<file path="src/rtl/fpa_pkg.sv">
// Shared types, constants and helper functions of the fixed-point ALU.
// No dependencies.
package fpa_pkg;

	localparam int FRAC_BITS_DEF = 8;
	localparam int WORD_W = 32;
	localparam int DIV_STAGES = 32;

	typedef enum logic [3:0] {
		MODE_ADD = 4'd0, MODE_SUB = 4'd1, MODE_MUL = 4'd2, MODE_DIV = 4'd3,
		MODE_GT = 4'd4, MODE_LT = 4'd5, MODE_GE = 4'd6, MODE_LE = 4'd7,
		MODE_EQ = 4'd8, MODE_NE = 4'd9, MODE_MIN = 4'd10, MODE_MAX = 4'd11,
		MODE_INC = 4'd12, MODE_DEC = 4'd13, MODE_TOINT = 4'd14, MODE_FROMINT = 4'd15
	} mode_t;

	// Per-transaction side information that rides along with the divider.
	typedef struct packed {
		logic                is_div;
		logic                neg;
		logic                ovf;
		logic                dz;
		logic [WORD_W-1:0]   res;
		logic                cmp;
		logic                sat;
	} meta_t;

	// Clamp a 33-bit signed value to the word range: {sat, word}.
	function automatic logic [WORD_W:0] sat33(input logic [WORD_W:0] v);
		logic [WORD_W:0] r;
		case (v[WORD_W:WORD_W-1])
			2'b01:   r = {1'b1, 1'b0, {(WORD_W-1){1'b1}}};
			2'b10:   r = {1'b1, 1'b1, {(WORD_W-1){1'b0}}};
			default: r = {1'b0, v[WORD_W-1:0]};
		endcase
		return r;
	endfunction

	// Apply a sign to a magnitude with clamping: {sat, word}.
	function automatic logic [WORD_W:0] sclamp(input logic [63:0] m, input logic neg);
		logic [WORD_W:0] r;
		if (neg) begin
			if (m > 64'h0000_0000_8000_0000)
				r = {1'b1, 1'b1, {(WORD_W-1){1'b0}}};
			else
				r = {1'b0, 32'(-m)};
		end else begin
			if (m > 64'h0000_0000_7FFF_FFFF)
				r = {1'b1, 1'b0, {(WORD_W-1){1'b1}}};
			else
				r = {1'b0, m[WORD_W-1:0]};
		end
		return r;
	endfunction

endpackage

</file>
<file path="src/rtl/fpa_front.sv">
// Front end of the fixed-point ALU: decode, simple ops, multiply, divide prep.
// Three pipeline stages. Depends on fpa_pkg.
module fpa_front #(
	parameter int FRAC_BITS = fpa_pkg::FRAC_BITS_DEF
) (
	input  logic                clk,
	input  logic                arst_n,
	input  logic                in_valid,
	input  logic [3:0]          mode,
	input  logic signed [31:0]  operand_a,
	input  logic signed [31:0]  operand_b,
	output logic                out_valid,
	output fpa_pkg::meta_t      out_meta,
	output logic [32:0]         out_rem,
	output logic [31:0]         out_num_lo,
	output logic [32:0]         out_den
);

	localparam int NW = 34 + FRAC_BITS;

	fpa_pkg::mode_t  mode_c;
	logic [31:0]     mag_a, mag_b, ma_sh;
	logic [32:0]     sum_c, diff_c, inc_c, dec_c;
	logic signed [63:0] fi_c;
	logic            lt_c, eq_c;
	fpa_pkg::meta_t  meta_c;

	logic            valid_s1, is_mul_s1;
	fpa_pkg::meta_t  meta_s1;
	logic [31:0]     mag_a_s1, mag_b_s1;

	logic            valid_s2, is_mul_s2;
	fpa_pkg::meta_t  meta_s2;
	logic [63:0]     prod_s2;
	logic [NW-1:0]   num_s2;
	logic [32:0]     den_s2;

	logic [63:0]     half_c, mround_c;
	logic [32:0]     mres_c;
	logic [NW-1:0]   hi_c;
	fpa_pkg::meta_t  meta3_c;

	always_comb begin
		mode_c = fpa_pkg::mode_t'(mode);
		mag_a  = operand_a[31] ? 32'(-operand_a) : operand_a;
		mag_b  = operand_b[31] ? 32'(-operand_b) : operand_b;
		ma_sh  = mag_a >> FRAC_BITS;
		sum_c  = 33'({operand_a[31], operand_a} + {operand_b[31], operand_b});
		diff_c = 33'({operand_a[31], operand_a} - {operand_b[31], operand_b});
		inc_c  = 33'({operand_a[31], operand_a} + 33'd1);
		dec_c  = 33'({operand_a[31], operand_a} - 33'd1);
		fi_c   = 64'(operand_a) <<< FRAC_BITS;
		lt_c   = operand_a < operand_b;
		eq_c   = operand_a == operand_b;

		meta_c        = '0;
		meta_c.neg    = operand_a[31] ^ operand_b[31];
		case (mode_c)
			fpa_pkg::MODE_ADD: {meta_c.sat, meta_c.res} = fpa_pkg::sat33(sum_c);
			fpa_pkg::MODE_SUB: {meta_c.sat, meta_c.res} = fpa_pkg::sat33(diff_c);
			fpa_pkg::MODE_MUL: meta_c.res = '0;
			fpa_pkg::MODE_DIV: begin
				meta_c.is_div = operand_b != 0;
				meta_c.dz     = operand_b == 0;
			end
			fpa_pkg::MODE_GT:  meta_c.cmp = !lt_c && !eq_c;
			fpa_pkg::MODE_LT:  meta_c.cmp = lt_c;
			fpa_pkg::MODE_GE:  meta_c.cmp = !lt_c;
			fpa_pkg::MODE_LE:  meta_c.cmp = lt_c || eq_c;
			fpa_pkg::MODE_EQ:  meta_c.cmp = eq_c;
			fpa_pkg::MODE_NE:  meta_c.cmp = !eq_c;
			fpa_pkg::MODE_MIN: meta_c.res = lt_c ? operand_a : operand_b;
			fpa_pkg::MODE_MAX: meta_c.res = lt_c ? operand_b : operand_a;
			fpa_pkg::MODE_INC: {meta_c.sat, meta_c.res} = fpa_pkg::sat33(inc_c);
			fpa_pkg::MODE_DEC: {meta_c.sat, meta_c.res} = fpa_pkg::sat33(dec_c);
			fpa_pkg::MODE_TOINT: meta_c.res = operand_a[31] ? 32'(-ma_sh) : ma_sh;
			default: begin
				if (fi_c > 64'sh0000_0000_7FFF_FFFF) begin
					meta_c.sat = 1'b1;
					meta_c.res = 32'h7FFF_FFFF;
				end else if (fi_c < -64'sh0000_0000_8000_0000) begin
					meta_c.sat = 1'b1;
					meta_c.res = 32'h8000_0000;
				end else begin
					meta_c.res = fi_c[31:0];
				end
			end
		endcase
	end

	always_ff @(posedge clk or negedge arst_n) begin
		if (!arst_n) begin
			valid_s1 <= 1'b0;
			valid_s2 <= 1'b0;
			out_valid <= 1'b0;
		end else begin
			valid_s1 <= in_valid;
			valid_s2 <= valid_s1;
			out_valid <= valid_s2;
		end
	end

	always_ff @(posedge clk) begin
		meta_s1   <= meta_c;
		is_mul_s1 <= mode_c == fpa_pkg::MODE_MUL;
		mag_a_s1  <= mag_a;
		mag_b_s1  <= mag_b;

		meta_s2   <= meta_s1;
		is_mul_s2 <= is_mul_s1;
		prod_s2   <= 64'(mag_a_s1) * 64'(mag_b_s1);
		// divide operands: (2*|a|*2^F + |b|) / (2*|b|)
		num_s2    <= (NW'(mag_a_s1) << (FRAC_BITS + 1)) + NW'(mag_b_s1);
		den_s2    <= {mag_b_s1, 1'b0};

		out_meta   <= meta3_c;
		out_rem    <= hi_c[32:0];
		out_num_lo <= num_s2[31:0];
		out_den    <= den_s2;
	end

	always_comb begin
		half_c   = (64'd1 << FRAC_BITS) >> 1;
		mround_c = (prod_s2 + half_c) >> FRAC_BITS;
		mres_c   = fpa_pkg::sclamp(mround_c, meta_s2.neg);
		hi_c     = num_s2 >> 32;
		meta3_c  = meta_s2;
		// quotient needs more than 32 bits
		meta3_c.ovf = hi_c >= NW'(den_s2);
		if (is_mul_s2)
			{meta3_c.sat, meta3_c.res} = mres_c;
	end

endmodule

</file>
<file path="config.mk">
export PLATFORM = sky130hd
export DESIGN_NAME = fpa_front
export DESIGN_NICKNAME = d
export VERILOG_FILES = /design/src/rtl/fpa_pkg.sv /design/src/rtl/fpa_front.sv
export SDC_FILE = /design/constraint.sdc
export NUM_CORES = 2
export LEC_CHECK = 0
export BUFFER_PORTS_ARGS = -buffer_cell sky130_fd_sc_hd__buf_2
export CAP_MARGIN = 40
export CORE_ASPECT_RATIO = 1.1
export CORE_MARGIN = 4
export CORE_UTILIZATION = 25
export DETAILED_ROUTE_END_ITERATION = 8
export PLACE_DENSITY_LB_ADDON = 0.08
export SLEW_MARGIN = 40
export SYNTH_ARGS = -nofsm -noshare
export SYNTH_HDL_FRONTEND = slang
export SYNTH_SLANG_ARGS = --single-unit
</file>
<file path="constraint.sdc">
create_clock -name clk -period 9.7 [get_ports clk]
set_input_delay 2.425 -clock clk [delete_from_list [all_inputs] [get_ports clk]]
set_output_delay 2.425 -clock clk [all_outputs]
set_load 0.03 [all_outputs]
</file>
After elaboration in Yosys (flattened, before gate mapping)
Index checks and enable logic that the tools add are counted.
{"block": "word_totals", "latch_bits": 0, "mem_bits_rw": 0, "mem_bits_ro": 0, "reg_bits": 393, "in_bits": 71, "mem_count": 0, "word_cells": 104, "output_inout_bits": 137}
{"block": "classes", "shift": 0, "add_sub_neg": 10, "magnitude_cmp": 6, "mul": 1, "div_mod_pow": 0, "n_mux": 21, "n_eq_ne": 23, "bitwise": 1, "reduce_logical": 9}
{"operator": "$pmux W33 S2", "count": 4}
{"operator": "$pmux W32 S8", "count": 1}
{"operator": "$mux W32", "count": 7}
{"operator": "$mux W33", "count": 3}
{"operator": "$neg A32 Y32", "count": 3}
{"operator": "$add A64 B8 Y64 const B", "count": 1}
{"operator": "$mul A32 B32 Y64", "count": 1}
{"operator": "$gt A56 B31 Y1 const B", "count": 1}
{"operator": "$gt A56 B32 Y1 const B", "count": 1}
{"operator": "$add A41 B32 Y42", "count": 1}
{"operator": "$gt A40 B32 Y1 const B", "count": 1}
{"operator": "$lt A40 B32 Y1 const B", "count": 1}
{"operator": "$add A32 B2 Y33 const B", "count": 1}
{"operator": "$add A32 B32 Y33", "count": 1}
{"operator": "$ge A10 B33 Y1", "count": 1}
{"operator": "$sub A32 B2 Y33 const B", "count": 1}
{"operator": "$sub A32 B32 Y33", "count": 1}
{"operator": "$eq A32 B32 Y1", "count": 1}
{"operator": "$logic_not A32 Y1", "count": 1}
{"operator": "$lt A32 B32 Y1", "count": 1}
{"operator": "$neg A24 Y32", "count": 1}
{"operator": "$reduce_bool A32 Y1", "count": 1}
{"operator": "$mux W31", "count": 1}
{"operator": "$eq A4 B4 Y1 const B", "count": 7}
{"operator": "other kinds (15)", "count": 28}

Longest topological paths before layout
{"block": "logic_depth", "ltp_word": 5, "mapped_depth": 31}

Worst setup path before layout
Ideal clock, no wire load.
{"block": "synth_path", "path_type": "flip-flop to flip-flop", "start": "register mag_b_s1[15]", "end": "register prod_s2[63]", "period_less_slack_ns": 7.221, "setup_time_ns": 0.072, "required_time_ns": 9.628, "arrival_time_ns": 7.149, "setup_slack_ns": 2.479, "n_path_buf": 2, "stages_incl_launch_ff": 24, "path_cell_list": "dfxtp_1 clkbuf_1 and2_1 fa_1 fa_1 inv_1 fa_1 fa_1 fa_1 inv_1 fa_1 fa_1 inv_1 fa_1 inv_1 ha_1 clkbuf_1 nand4_1 a2111oi_0 o211ai_1 a211oi_1 o21ai_0 o31ai_1 xnor2_1"}
{"block": "synth_between", "elab_chain_cells": 1}
{"element": "start: declaration", "line_no": "fpa_front.sv:30", "source": "logic [31:0] mag_a_s1, mag_b_s1;"}
{"element": "start signal: assignment", "line_no": "fpa_front.sv:107", "source": "mag_b_s1 <= mag_b;"}
{"element": "$mul A32 B32 Y64", "line_no": "fpa_front.sv:111", "source": "prod_s2 <= 64'(mag_a_s1) * 64'(mag_b_s1);"}
{"element": "end signal: assignment", "line_no": "fpa_front.sv:111"}
{"element": "end: declaration", "line_no": "fpa_front.sv:34", "source": "logic [63:0] prod_s2;"}
No other way between the ends.
A chain may end at the register's enable or synchronous reset.

Worst setup path in the final report
{"block": "layout_path", "start": "register mag_a_s1[7]", "end": "register prod_s2[60]"}
{"block": "layout_between", "elab_chain_cells": 1}
{"element": "start: declaration", "line_no": "fpa_front.sv:30"}
{"element": "start signal: assignment", "line_no": "fpa_front.sv:106", "source": "mag_a_s1 <= mag_a;"}
{"element": "$mul A32 B32 Y64", "line_no": "fpa_front.sv:111"}
No other way between the ends.

==> reports/qor.csv <==
metric,value,unit
site row count,179,
final count of hold timing violations,0,
Critical Path Max Stage Delay,890,ps
total setup buffers inserted after CTS,0,
gate count after technology mapping,6224,
Mapped Area,54500,µm²
Worst-Margin Slew,960,ps
Unique masters post-synth,104,
met3 Use GR,1.28,%
gr busiest metal,met2,
post-synthesis area per instance,8.75,µm²
Worst Hold Depth,0,
clock-pin slew on the worst setup and hold paths,70,ps
htree depth,2,
setup_tns,0,ps
Slowest cell on crit path,dfxtp_1,
DR WL/cell,25.8,µm
largest net degree at the start of global routing,45,
nets,7590,
reg2reg start,mag_a_s1[7],
sequential fraction of the synthesis area,13.5,%
YS warnings,0,
Crit path arrival time,9280,ps
Hold Buf Count CTS,0,
Multi-input gate area,41900,µm²
status,"complete, no violations",
min Tclk post-route,8690,ps
met2 Resource Use GR,36.3,%
CP Data Required Time,10280,ps
Reg area,7410,µm²
Initial Utilization,25.2,%
"commonest non-fill, non-tap cell in the layout",inv_1,
Worst R2R End,prod_s2[60],
die extent in x,453,µm
Slew headroom,35.6,%
vias in the first global route,47000,
sequence of cells on the critical path,ha_1 > fa_1 > fa_1 > inv_1 > fa_1 > fa_1 > inv_1 > ha_1 > fa_1 > fa_1 > inv_1 > fa_1 > inv_1 > ha_1 > a21oi_1 > nor2_1 > a211oi_1 > o21ai_0 > a211o_1 > o211ai_1 > o21ai_0 > a211o_1 > a41oi_1 > xnor2_1,
Root Driver,clkbuf_16,
DIE AREA,225000,µm²
first-pass GRT wire length,345,mm
setup repair after global routing missed its margin,no,
crit end category,register,
Final Instance Area,60900,µm²
Hold WC Path Type,register to register,
DR pass1 iterations,5,
Max Root-Sink Buffers,3,
IO buf count,183,
DP Wirelength,197,mm
Fin Hold WS,309,ps
final period utilization,89.6,%
"commonest non-fill, non-tap cells in the layout","1018 x inv_1, 898 x fa_1, 642 x nand2_1",
worst skew pair latency,680,ps
Hold Startpoint,meta_s1[10],
FILL cells,23400,
Final Max Slew Viols,0,
worst reg2reg setup slack,1010,ps
Vias,43800,
detailed-route DRC error count,0,
I/O pin total,208,
CP max FO,16,
CTS-repair resized insts,0,
cell mode on critical path,fa_1,
vias per inst,4.75,
"wirelength, routed",237,mm
hold endpoint,meta_s2[10],
initial antenna violation count,29,
grt ovf,0,
met1 GRT Util,27.6,%
layout cells sized above 1,8.74,%
GRT Total Usage,20.9,%
synthesis-to-finish area growth,11.8,%
kind of critical path,register to register,
R2R depth,24,
max_cap viols,0,
Synth Flop Type,dfxtp_1,
area post-placement,59000,µm²
die outline height,498,µm
gpl congestion,0.856,
Seq cells post-synth,368,
cts bufs inserted,52,
Worst Skew,54.5,ps
endpoints failing setup,0,
CTS tree,built,
core area,217000,µm²
"Async S/R FF share, synth",0.815,%
fmax,115,MHz
post-route ant nets,0,
"EDFF count, synth",0,
Initial DRC Count,2406,
Setup crit start kind,register,
Sink Count,368,
critical path, delay by kind of cell (launching register included):
kind | cells | cell delay (ps)
AND/OR/NAND/NOR | 1 | 60
flip-flops | 1 | 890
AO/OA/AOI/OAI | 8 | 2440
buffers and inverters | 4 | 230
adder cells (fa/ha/maj) | 10 | 4850
XOR/XNOR | 1 | 140
per-stage QoR:
step	util, %	worst slack (ps)	std cells
detailed placement	27.2	859	9092
floorplan	-	2480	6247
global route	28.1	514	9200
finish	28.1	1010	9207
CTS	28.1	756	9189
global placement	27.2	768	9091
cells by family after synthesis:
logic type                 Yosys count  share of synthesized area (%)
AOI/OAI and AO/OA                  815                           9.87
xor gates and xnor gates           314                           5.06
adders and majority gates         1268                           41.5
buffers and inverters             1420                           10.1
DFF                                368                           13.5
muxes                               29                          0.542
other                                1                        0.00688
and+or+nand+nor                   2009                           19.4
worst max-delay path by stage:
| stage | to | slack [ps] | cells past startpoint | from |
|---|---|---|---|---|
| after CTS | prod_s2[62] | 760 | 24 | mag_a_s1[7] |
| after detailed placement | prod_s2[62] | 860 | 24 | mag_a_s1[7] |
| after floorplan | prod_s2[63] | 2480 | 23 | mag_b_s1[15] |
| after global routing | prod_s2[62] | 510 | 24 | mag_a_s1[7] |
| after global placement | prod_s2[63] | 770 | 23 | mag_b_s1[3] |
| final | prod_s2[60] | 1010 | 24 | mag_a_s1[7] |
routing by layer:
layer  up-vias  routed length [µm]
met1     22800              104000
met2       924              118000
met4         2                8490
met3       249                6580
met5         -                  12
li1      19800                   -
synthesized netlist by cell type, types with 12 or more instances:
master | number | area [µm²]
nand2b_1 | 28 | 175
buf_2 | 14 | 70.1
a211oi_1 | 22 | 165
o31ai_1 | 27 | 203
or2_2 | 17 | 106
xnor2_1 | 221 | 1940
or4_1 | 20 | 150
o21bai_1 | 22 | 165
a31oi_1 | 36 | 225
buf_1 | 13 | 48.8
and3_1 | 37 | 231
a21o_1 | 54 | 405
a22oi_1 | 15 | 113
or3_1 | 34 | 213
a21oi_1 | 272 | 1360
ha_1 | 370 | 4630
dfxtp_1 | 365 | 7310
a311oi_1 | 12 | 105
xor2_1 | 92 | 806
nor2b_1 | 32 | 200
nor2_1 | 192 | 721
a211o_1 | 14 | 123
fa_1 | 898 | 18000
nand2_1 | 642 | 2410
nand4_1 | 76 | 475
clkbuf_1 | 333 | 1250
o41ai_1 | 12 | 105
a221o_1 | 28 | 280
mux2i_1 | 25 | 250
inv_1 | 1018 | 3820
o211ai_1 | 15 | 113
nand3_1 | 105 | 526
o21a_1 | 32 | 240
and2_1 | 598 | 3740
nor4_1 | 50 | 313
buf_4 | 34 | 255
nor3_1 | 96 | 480
and4_1 | 22 | 193
o21ai_0 | 129 | 646
layout make-up:
cell class | count | share of cell area, %
clock inverter | 39 | 0.774
multi-input combinational | 4459 | 68.8
inverter | 1022 | 6.30
antenna | 17 | 0.0698
sequential | 368 | 12.2
clock buffer | 58 | 2.26
timing repair buffer | 348 | 3.71
tap | 2896 | 5.95
flip-flops by register name, indices dropped and copies added (netlist names):
name,cells
meta3_c,4
valid_s1,1
meta_s1,37
is_mul_s1,1
prod_s2,57
meta_s2,33
out_valid,1
out_rem,10
out_meta,38
den_s2,23
valid_s2,1
out_num_lo,32
is_mul_s2,1
mag_a_s1,32
out_den,23
mag_b_s1,32
num_s2,42
Power is not shown: default switching activity piles up to over one toggle a cycle in this logic, so the estimate is an artifact.
